==> src/sv/text_console_writer_macros.svh <==
// assertion macros for the text console writer top level
`ifndef TEXT_CONSOLE_WRITER_MACROS_SVH
`define TEXT_CONSOLE_WRITER_MACROS_SVH

// same-cycle implication, checked at every rising clock edge out of reset
`define TCW_ASSERT_HOLDS(label, ante, cons) \
  label: assert property (@(posedge clk_i) disable iff (!rst_ni) (ante) |-> (cons)) \
    else $error("text console writer: check failed");

// next-cycle implication
`define TCW_ASSERT_NEXT(label, ante, cons) \
  label: assert property (@(posedge clk_i) disable iff (!rst_ni) (ante) |=> (cons)) \
    else $error("text console writer: check failed");

`endif

==> src/sv/tcw_pkg.sv <==
// shared types and constants of the text console writer
`default_nettype none

package tcw_pkg;

  // character and attribute constants
  localparam logic [7:0] CHAR_NEWLINE   = 8'd10;
  localparam logic [7:0] CHAR_BACKSPACE = 8'd8;
  localparam logic [7:0] CHAR_SPACE     = 8'd32;
  localparam logic [7:0] ATTR_RESET     = 8'd15;

  // operation codes on the input channel
  typedef enum logic [1:0] {
    OP_PUT   = 2'd0,
    OP_CLEAR = 2'd1,
    OP_READ  = 2'd2
  } tcw_op_e;

  // classified command between front and back
  typedef enum logic [2:0] {
    CMD_PUT_CHAR  = 3'd0,
    CMD_NEWLINE   = 3'd1,
    CMD_BACKSPACE = 3'd2,
    CMD_CLEAR     = 3'd3,
    CMD_READ      = 3'd4,
    CMD_NOP       = 3'd5
  } tcw_cmd_e;

  typedef struct packed {
    tcw_op_e     op;
    logic        at_position;
    logic [6:0]  col;
    logic [4:0]  row;
    logic [7:0]  char_code;
    logic [7:0]  attribute;
  } tcw_in_t;

  typedef struct packed {
    logic [6:0]  cursor_col;
    logic [4:0]  cursor_row;
    logic        scrolled;
    logic [7:0]  cell_code;
    logic [7:0]  cell_attribute;
  } tcw_out_t;

  // position already saturated, attribute already resolved
  typedef struct packed {
    tcw_cmd_e    kind;
    logic        at_position;
    logic [6:0]  col;
    logic [4:0]  row;
    logic [7:0]  char_code;
    logic [7:0]  attribute;
  } tcw_cmd_t;

endpackage

`default_nettype wire

==> src/sv/tcw_front.sv <==
// input side: accepts transfers, saturates positions and classifies commands
`default_nettype none

module tcw_front import tcw_pkg::*; #(
  parameter int COLUMNS = 80,
  parameter int ROWS    = 25
) (
  input  wire logic       in_valid_i,
  output logic            in_stall_o,
  input  wire tcw_in_t    in_data_i,
  input  wire logic [7:0] default_attr_i,
  input  wire logic       init_busy_i,
  input  wire logic       q_full_i,
  output logic            push_o,
  output tcw_cmd_t        cmd_o
);

  logic [6:0] col_sat;
  logic [4:0] row_sat;

  // hold off while the queue is full or the store is being blanked after reset
  assign in_stall_o = q_full_i | init_busy_i;
  assign push_o     = in_valid_i & ~in_stall_o;

  // clamp the given position to the screen
  always_comb begin
    col_sat = in_data_i.col;
    row_sat = in_data_i.row;
    if (int'(in_data_i.col) > COLUMNS - 1) begin
      col_sat = 7'(COLUMNS - 1);
    end
    if (int'(in_data_i.row) > ROWS - 1) begin
      row_sat = 5'(ROWS - 1);
    end
  end

  // classify the operation
  always_comb begin
    cmd_o.at_position = in_data_i.at_position;
    cmd_o.col         = col_sat;
    cmd_o.row         = row_sat;
    cmd_o.char_code   = in_data_i.char_code;
    cmd_o.attribute   = (in_data_i.attribute == '0) ? default_attr_i : in_data_i.attribute;
    unique case (in_data_i.op)
      OP_PUT: begin
        if (in_data_i.char_code == CHAR_NEWLINE) begin
          cmd_o.kind = CMD_NEWLINE;
        end else if (in_data_i.char_code == CHAR_BACKSPACE) begin
          cmd_o.kind = CMD_BACKSPACE;
        end else begin
          cmd_o.kind = CMD_PUT_CHAR;
        end
      end
      OP_CLEAR: cmd_o.kind = CMD_CLEAR;
      OP_READ:  cmd_o.kind = CMD_READ;
      default:  cmd_o.kind = CMD_NOP;
    endcase
  end

endmodule

`default_nettype wire

==> config.mk <==
export PLATFORM = sky130hd
export DESIGN_NAME = tcw_front
export DESIGN_NICKNAME = d
export VERILOG_FILES = /design/src/sv/text_console_writer_macros.svh /design/src/sv/tcw_pkg.sv /design/src/sv/tcw_front.sv
export SDC_FILE = /design/constraint.sdc
export NUM_CORES = 1
export LEC_CHECK = 0
export BUFFER_PORTS_ARGS = -buffer_cell sky130_fd_sc_hd__buf_2
export CAP_MARGIN = 10
export CORE_MARGIN = 2
export CORE_UTILIZATION = 27
export DETAILED_ROUTE_END_ITERATION = 7
export PLACE_DENSITY = 0.82
export SLEW_MARGIN = 20
export SYNTH_ARGS = -nofsm -noshare
export SYNTH_HDL_FRONTEND = slang
export SYNTH_SLANG_ARGS = --single-unit
==> constraint.sdc <==
create_clock -name vclk -period 1.6
set_input_delay 0.32 -clock vclk [all_inputs]
set_output_delay 0.32 -clock vclk [all_outputs]
set_load 0.02 [all_outputs]
==> results.md <==
* Status: complete, but fails checks
* Failing checks: negative setup slack
* Ys Warns at 0
* HP Class: in -> out
* Crit start category: input port
* Hold Violations, Final at 0
* Commonest cells post-synth: 19 x inv_1, 9 x buf_4, 8 x o31ai_2, 4 x clkbuf_1, 4 x nand2b_1
* Simple-gate share of the synthesized area at 26.1%
* Die X at ~42 um
* Row cnt at 13
* Crit path arrival time at 1510 ps
* Mux share of post-synthesis cell area at 0%
* Unrepaired setup endpoints after global routing: true
* Final setup margin at -233 ps
* Tcrit/Tclk final at 115%
* GP Congestion at 0.736
* CP Class: in -> out
* Compound-gate portion of the synthesized area at a little under a third
* Smallest hold slack at 640 ps
* Met2 WL at 634 um
* Worst vdd ir at around 0.00017 V
* Pin slew with the least headroom to its limit at around 380 ps
* DRT Pass-1 Iters at 4
* Residual DRC at 0
* Metal-1 WL at 371 um
* Upper clock frequency limit at between 0.5 and 0.6 GHz
* Die area at 1800 um^2
* Initial DRC count at 5
* Power Dens Cells at about 290 nW/um^2
* Filler Cell Count at 118
* Max-cap violations at 0
* Routed wire length at roughly 1200 um
* Crit path required time at 1280 ps
* Met3 WL at 195 um
* Distinct cells, synth at 19
* Post-route ant nets at 0
* Vias at 593
* Largest net degree at the start of global routing at 9
* Adder-cell share of the synthesized area at 0%
* Multi-input gate area at 302 um^2
* Area fraction of the dominant cell type after synthesis at about a quarter
* Inst Count DP at 135
* CTS Hold Bufs at 0
* Sequential cell area at 0 um^2
* Core box area at 1330 um^2
* HPWL Detailed at 1100 um
* Antenna cells at 0
* Synth area leader: o31ai_2
* Lkg Pwr at 0.489 nW
* Number of global-route vias before repair at 475
* Initial core utilization at 29.8%
* GRT Overall Usage at ~11%
* Critical path fanouts, max at 8
* Area delta synth->final at 111%
* Crit path time final at roughly 1800 ps
* Worst Setup End Kind: primary output
* PortBufs at 74
* Max-slew headroom at 74.2%
* Post-Syn Area at 398 um^2
* WL per Instance at 8.84 um
* Syn avg cell area at ~6.5 um^2
* Synth area leaders: o31ai_2 25%, inv_1 18%, buf_4 17%, nand2b_1 6.3%, and2_1 4.7%
* Sequential-to-total area share from yosys stat at 0%
* Grt total ovfl at 0
* Largest family of logic cells by synthesized area: buffers and inverters
* Final TNS setup at -1690 ps
* Avg Vias per Cell at 4.36
* Die Y at 42.4 um
* Post-layout nets at 165
* Synth Area in XOR/XNOR at 0%
* Final core occ at between 60% and 70%
* IO Count at 76
* Setup violators final at 8
* Final max-slew violation count at 0
* Most frequent cell after synthesis: inv_1
* Layout cells sized above 1 at 71.1%
* Antenna violations before repair at 0
* Syn Nets at 103
* Global-route wire length before repair at 1690 um
* Clock buf count at 0
* Cells after Synth at 61
* FF+latch count at 0
* Top Metal Used: met3
* Final non-filler cell total at 136
-- metrics by stage --
stage                     setup WS (ps)  instance area (um^2)  total power, W
after floorplan                   -77.2                   482        0.000148
after global placement             -262                   762        0.000218
after detailed placement           -267                   762        0.000222
after CTS                          -222                   825        0.000241
after global routing               -257                   838        0.000258
final                              -233                   838        0.000242
-- final timing paths --
path | from | endpoint | cells after the start
worst max-delay path | in_data_i[3] | cmd_o[1] | 4
worst min-delay path | in_data_i[28] | cmd_o[28] | 0
-- kinds of logic (layout without fill, tap and decap cells) --
group,after synthesis,after routing
simple gates,16,16
buf+inv,34,94
compound gates,11,11
-- routing by layer --
| layer | vias up | global-route usage (%) |
|---|---|---|
| met5 | - | 0 |
| met1 | 245 | 10.1 |
| met4 | 0 | 0 |
| li1 | 302 | - |
| met3 | 0 | 2.16 |
| met2 | 46 | 24.9 |
-- cell usage in the layout (no fill, tap or decap), drive strengths merged --
cell	n
nor2b	2
nor4	1
nand2b	4
o21ai	1
buf	75
or4	2
and2	3
nand2	1
or2	1
inv	19
o31ai	8
a32o	1
nor4b	1
nor2	1
a31o	1
-- power by group --
group	total, W	internal, W	switching (W)
Clock	0	0	0
Combinational	0.000242	0.000112	0.000130
Sequential	0	0	0
-- cell type report --
type	count	area share [%]
repair buffers	75	53.3
multi-input cells	27	36.0
inverters	19	8.51
well taps	15	2.24
-- worst max-delay path, stage by stage --
cell and delay [ps]:
buf_6 90, or4_4 660, o31ai_4 290, buf_6 150
-- timing repair --
action                     in CTS  in global routing
resized for setup              18                  1
buffers inserted                0                  1
setup endpoints to repair       8                  8
pin swaps                       3                  5
No activity file was read; power rests on OpenSTA's default activity.
