===== config.mk =====
export PLATFORM = sky130hd
export DESIGN_NAME = tcw_cmd_queue
export DESIGN_NICKNAME = d
export VERILOG_FILES = /design/src/sv/text_console_writer_macros.svh /design/src/sv/tcw_pkg.sv /design/src/sv/tcw_cmd_queue.sv
export SDC_FILE = /design/constraint.sdc
export NUM_CORES = 1
export LEC_CHECK = 0
export BUFFER_PORTS_ARGS = -buffer_cell sky130_fd_sc_hd__buf_2
export CAP_MARGIN = 10
export CORE_MARGIN = 4
export CORE_UTILIZATION = 38
export DETAILED_ROUTE_END_ITERATION = 10
export PLACE_DENSITY = 0.73
export SKIP_CTS_REPAIR_TIMING = 1
export SYNTH_ARGS = -nofsm -noshare
export SYNTH_HDL_FRONTEND = slang
export SYNTH_SLANG_ARGS = --single-unit

===== constraint.sdc =====
create_clock -name clk_i -period 4.05 [get_ports clk_i]
set_input_delay 0.6075 -clock clk_i [delete_from_list [all_inputs] [get_ports clk_i]]
set_output_delay 0.6075 -clock clk_i [all_outputs]
set_load 0.02 [all_outputs]

===== src/sv/text_console_writer_macros.svh =====
// assertion macros for the text console writer top level
`ifndef TEXT_CONSOLE_WRITER_MACROS_SVH
`define TEXT_CONSOLE_WRITER_MACROS_SVH

// same-cycle implication, checked at every rising clock edge out of reset
`define TCW_ASSERT_HOLDS(label, ante, cons) \
  label: assert property (@(posedge clk_i) disable iff (!rst_ni) (ante) |-> (cons)) \
    else $error("text console writer: check failed");

// next-cycle implication
`define TCW_ASSERT_NEXT(label, ante, cons) \
  label: assert property (@(posedge clk_i) disable iff (!rst_ni) (ante) |=> (cons)) \
    else $error("text console writer: check failed");

`endif


===== src/sv/tcw_pkg.sv =====
// shared types and constants of the text console writer
`default_nettype none

package tcw_pkg;

  // character and attribute constants
  localparam logic [7:0] CHAR_NEWLINE   = 8'd10;
  localparam logic [7:0] CHAR_BACKSPACE = 8'd8;
  localparam logic [7:0] CHAR_SPACE     = 8'd32;
  localparam logic [7:0] ATTR_RESET     = 8'd15;

  // operation codes on the input channel
  typedef enum logic [1:0] {
    OP_PUT   = 2'd0,
    OP_CLEAR = 2'd1,
    OP_READ  = 2'd2
  } tcw_op_e;

  // classified command between front and back
  typedef enum logic [2:0] {
    CMD_PUT_CHAR  = 3'd0,
    CMD_NEWLINE   = 3'd1,
    CMD_BACKSPACE = 3'd2,
    CMD_CLEAR     = 3'd3,
    CMD_READ      = 3'd4,
    CMD_NOP       = 3'd5
  } tcw_cmd_e;

  typedef struct packed {
    tcw_op_e     op;
    logic        at_position;
    logic [6:0]  col;
    logic [4:0]  row;
    logic [7:0]  char_code;
    logic [7:0]  attribute;
  } tcw_in_t;

  typedef struct packed {
    logic [6:0]  cursor_col;
    logic [4:0]  cursor_row;
    logic        scrolled;
    logic [7:0]  cell_code;
    logic [7:0]  cell_attribute;
  } tcw_out_t;

  // position already saturated, attribute already resolved
  typedef struct packed {
    tcw_cmd_e    kind;
    logic        at_position;
    logic [6:0]  col;
    logic [4:0]  row;
    logic [7:0]  char_code;
    logic [7:0]  attribute;
  } tcw_cmd_t;

endpackage

`default_nettype wire


===== src/sv/tcw_cmd_queue.sv =====
// short command queue between the front and the back
`default_nettype none

module tcw_cmd_queue import tcw_pkg::*; #(
  parameter int DEPTH = 2
) (
  input  wire logic     clk_i,
  input  wire logic     rst_ni,
  input  wire logic     push_i,
  input  wire tcw_cmd_t data_i,
  output logic          full_o,
  input  wire logic     pop_i,
  output tcw_cmd_t      data_o,
  output logic          empty_o
);

  localparam int PtrW = $clog2(DEPTH);
  localparam int CntW = $clog2(DEPTH + 1);

  tcw_cmd_t            entries_q [DEPTH];
  logic [PtrW-1:0]     wr_ptr_q, wr_ptr_d;
  logic [PtrW-1:0]     rd_ptr_q, rd_ptr_d;
  logic [CntW-1:0]     count_q, count_d;

  assign full_o  = (count_q == CntW'(DEPTH));
  assign empty_o = (count_q == '0);
  assign data_o  = entries_q[rd_ptr_q];

  // pointer and fill count update
  always_comb begin
    wr_ptr_d = wr_ptr_q;
    rd_ptr_d = rd_ptr_q;
    count_d  = count_q;
    if (push_i) begin
      wr_ptr_d = (wr_ptr_q == PtrW'(DEPTH - 1)) ? '0 : wr_ptr_q + 1'b1;
    end
    if (pop_i) begin
      rd_ptr_d = (rd_ptr_q == PtrW'(DEPTH - 1)) ? '0 : rd_ptr_q + 1'b1;
    end
    if (push_i && !pop_i) begin
      count_d = count_q + 1'b1;
    end else if (pop_i && !push_i) begin
      count_d = count_q - 1'b1;
    end
  end

  always_ff @(posedge clk_i or negedge rst_ni) begin
    if (!rst_ni) begin
      wr_ptr_q <= '0;
      rd_ptr_q <= '0;
      count_q  <= '0;
    end else begin
      wr_ptr_q <= wr_ptr_d;
      rd_ptr_q <= rd_ptr_d;
      count_q  <= count_d;
    end
  end

  // entry storage
  always_ff @(posedge clk_i) begin
    if (push_i) begin
      entries_q[wr_ptr_q] <= data_i;
    end
  end

endmodule

`default_nettype wire


==> qor.yml <==
clock_network:
  clk_latency_ns: 0.33
  cts_max_level: 3
  clk_pin_slew_worst_paths_ns: 0.07
  cts_tree: "yes"
  clockBufferDepth: 2
  cts_inserted_buffers: 9
  clockRootBuffer: "clkbuf_8"
  cts.sinks: 68
die:
  ios: 70
  die_height_um: 91.5
  core.rowCount: 30
  fp.dieW_um: 91.5
  core_area_sq_mm: 0.00679
  initial_core_util_pct: 39.0
  dieArea_sq_mm: 0.00837
routing:
  drt-initial-drc-count: 22
  drcViolationCount: 0
  ant_nets: 0
  drt-pass1-iter-count: 2
  wl_um: 4210
  viasPerCell: 4.21
  wl_per_cell_um: 14.4
  vias: 1233
critical_path:
  endpoint_kind: "output pin"
  reg2reg_setup_slack_ns: 2.48
  worstRegToRegCells: 1
  cp_data_required_time_ns: 3.44
  cp-start-kind: "flop"
  critPathKind: "flop to output pin"
  rr_endpoint: "entries_q[0][25]$_DFFE_PP_"
  cp-startpoint: "rd_ptr_q$_DFFE_PN0P_"
  cp_max_fo: 33
  reg2reg_from: "wr_ptr_q$_DFFE_PN0P_"
  critical_path.endpoint: "data_o[11]"
  worstPathArrival_ns: 1.95
sta:
  clock_skew_ns: 0.00406
  worst_slew_pin_slew_ns: 1.01
  min_period_ns: 2.56
  tns_ns: 0
  hold_viol: 0
  fmax_ghz: 0.391
  setup_violations: 0
  relSlewSlack_pct: 33.0
  drv_slew: 0
  post-route-period-util_pct: 63.1
  rsz0062_at_grt: "false"
synthesis:
  ys_seq_area_share_pct: 76.3
  syn_inst: 116
  avgSynthCellArea_sq_um: 22.8
  syn-cell-area_sq_mm: 0.00265
  synth_cell_types: 13
  yosysWarnings: 0
  yosys_register_bits: 68
  syn-num-nets: 153
cells_and_area:
  stdcell_count: 293
  multi_input_area_sq_um: 559
  nFillCells: 598
  seq_area_sq_mm: 0.00202
  final_cell_mix: "buf_2 (69), edfxtp_1 (64), mux2_4 (29)"
  nets: 230
  diodes: 0
  areaGrowthSynthToFinish_pct: 21.4
  final_common_cell: "buf_2"
  layout-drive-gt1-share_pct: 59.9
power_and_ir_drop:
  ir_worst_vdd_mv: 0.492
  leakagePower_nw: 1.30
  cellPowerDensity_mw_per_mm2: 695
  swShare_pct: 32.3
  power.share.clock_pct: 20.1
  power_frac_seq_pct: 47.7
  intPower_mw: 1.51
  p_comb_share_pct: 32.2
  switchingPower_uw: 723
placed_design:
  finalWeightedCongestion: 0.642
  placedCellCount: 278
  hpwl_um: 2770
  portBuffers: 69
hold_path:
  hp-class: "input pin to asynchronous set/reset pin"
global_routing:
  antenna_found_initial: 1
  grt_pass1_vias: 1348
  grt.overflow.total: 0
  grt_max_degree: 34
  grt_pass1_wl_um: 6650
  grt_util_all_layers_pct: 10.8
flow_run:
  cap_viol_max_count: 0
run_status:
  status: "finished, final reports clean"
## state kept, by name, indices dropped and copies added (netlist names)
register / cells
rd_ptr_q: 1
entries_q: 64
wr_ptr_q: 1
count_q: 2
## worst min-delay path by stage
stage | from | to | slack [ns]
after floorplan | rst_ni | count_q[0]$_DFFE_PN0P_ | 0.31
after global placement | rst_ni | wr_ptr_q$_DFFE_PN0P_ | 0.42
after detailed placement | rst_ni | count_q[0]$_DFFE_PN0P_ | 0.42
after CTS | rst_ni | count_q[0]$_DFFE_PN0P_ | 0.05
after global routing | rst_ni | count_q[0]$_DFFE_PN0P_ | 0.06
final | rst_ni | wr_ptr_q$_DFFE_PN0P_ | 0.07
## layer usage
layer | global-route usage [%] | part of all wire, % | up-vias
met5 | 0 | 0.48 | -
met4 | 7.91 | 2.1 | 2
met3 | 2.82 | 5.3 | 9
met2 | 17.6 | 51 | 43
met1 | 12.2 | 41 | 582
li1 | - | - | 597
## cell families after synthesis
kind of cell             share of synthesized area, %
flip-flops                                       76.3
buffers and inverters                            2.83
AND/OR/NAND/NOR                                 0.992
multiplexers                                     17.7
XOR/XNOR                                         1.65
adder cells (fa/ha/maj)                         0.472
## synthesized netlist by cell type
| cell | instances | area, sq um |
|---|---|---|
| ha_1 | 1 | 12.5 |
| dfrtp_1 | 4 | 100 |
| mux2_2 | 3 | 33.8 |
| xor2_1 | 4 | 35.0 |
| nor2_1 | 2 | 7.51 |
| mux2_4 | 29 | 435 |
| edfxtp_1 | 64 | 1920 |
| inv_1 | 1 | 3.75 |
| xnor2_1 | 1 | 8.76 |
| buf_12 | 3 | 60.1 |
| nor2b_1 | 2 | 12.5 |
| buf_6 | 1 | 11.3 |
| and2_1 | 1 | 6.26 |
## per-stage QoR
stage          worst slack (ns)  utilization, %  instance area [sq um]  total power [mW]  hold WS [ns]
2_1_floorplan              1.57               -                   2650              1.66         0.312
3_3_place_gp               1.81            45.0                   3060              1.82         0.418
3_5_place_dp               1.81            45.0                   3060              1.83         0.418
4_1_cts                    1.44            47.3                   3220              2.28        0.0517
5_1_grt                    1.35            47.3                   3220              2.36        0.0590
6_report                   1.49            47.3                   3220              2.24        0.0748
## area by class of cell
type	instances	area share, %
Multi-Input combinational cell	43	17.4
Clock buffer	10	3.97
Sequential cell	68	62.9
Tap cell	96	3.73
Clock inverter	5	0.933
Inverter	1	0.117
Timing Repair Buffer	70	11.0
## critical path, stage by stage, from the launching register on
cell	delay, ns
dfrtp_2	1.03
mux2_2	0.42
buf_2	0.16
## power groups by stage
stage / combinational [mW] / clock [mW] / sequential (mW)
floorplan: 0.673 / 0 / 0.989
global placement: 0.733 / 0 / 1.08
detailed placement: 0.738 / 0 / 1.09
CTS: 0.740 / 0.469 / 1.07
global route: 0.774 / 0.491 / 1.09
finish: 0.720 / 0.449 / 1.07
(Power assumes the default switching activity.)
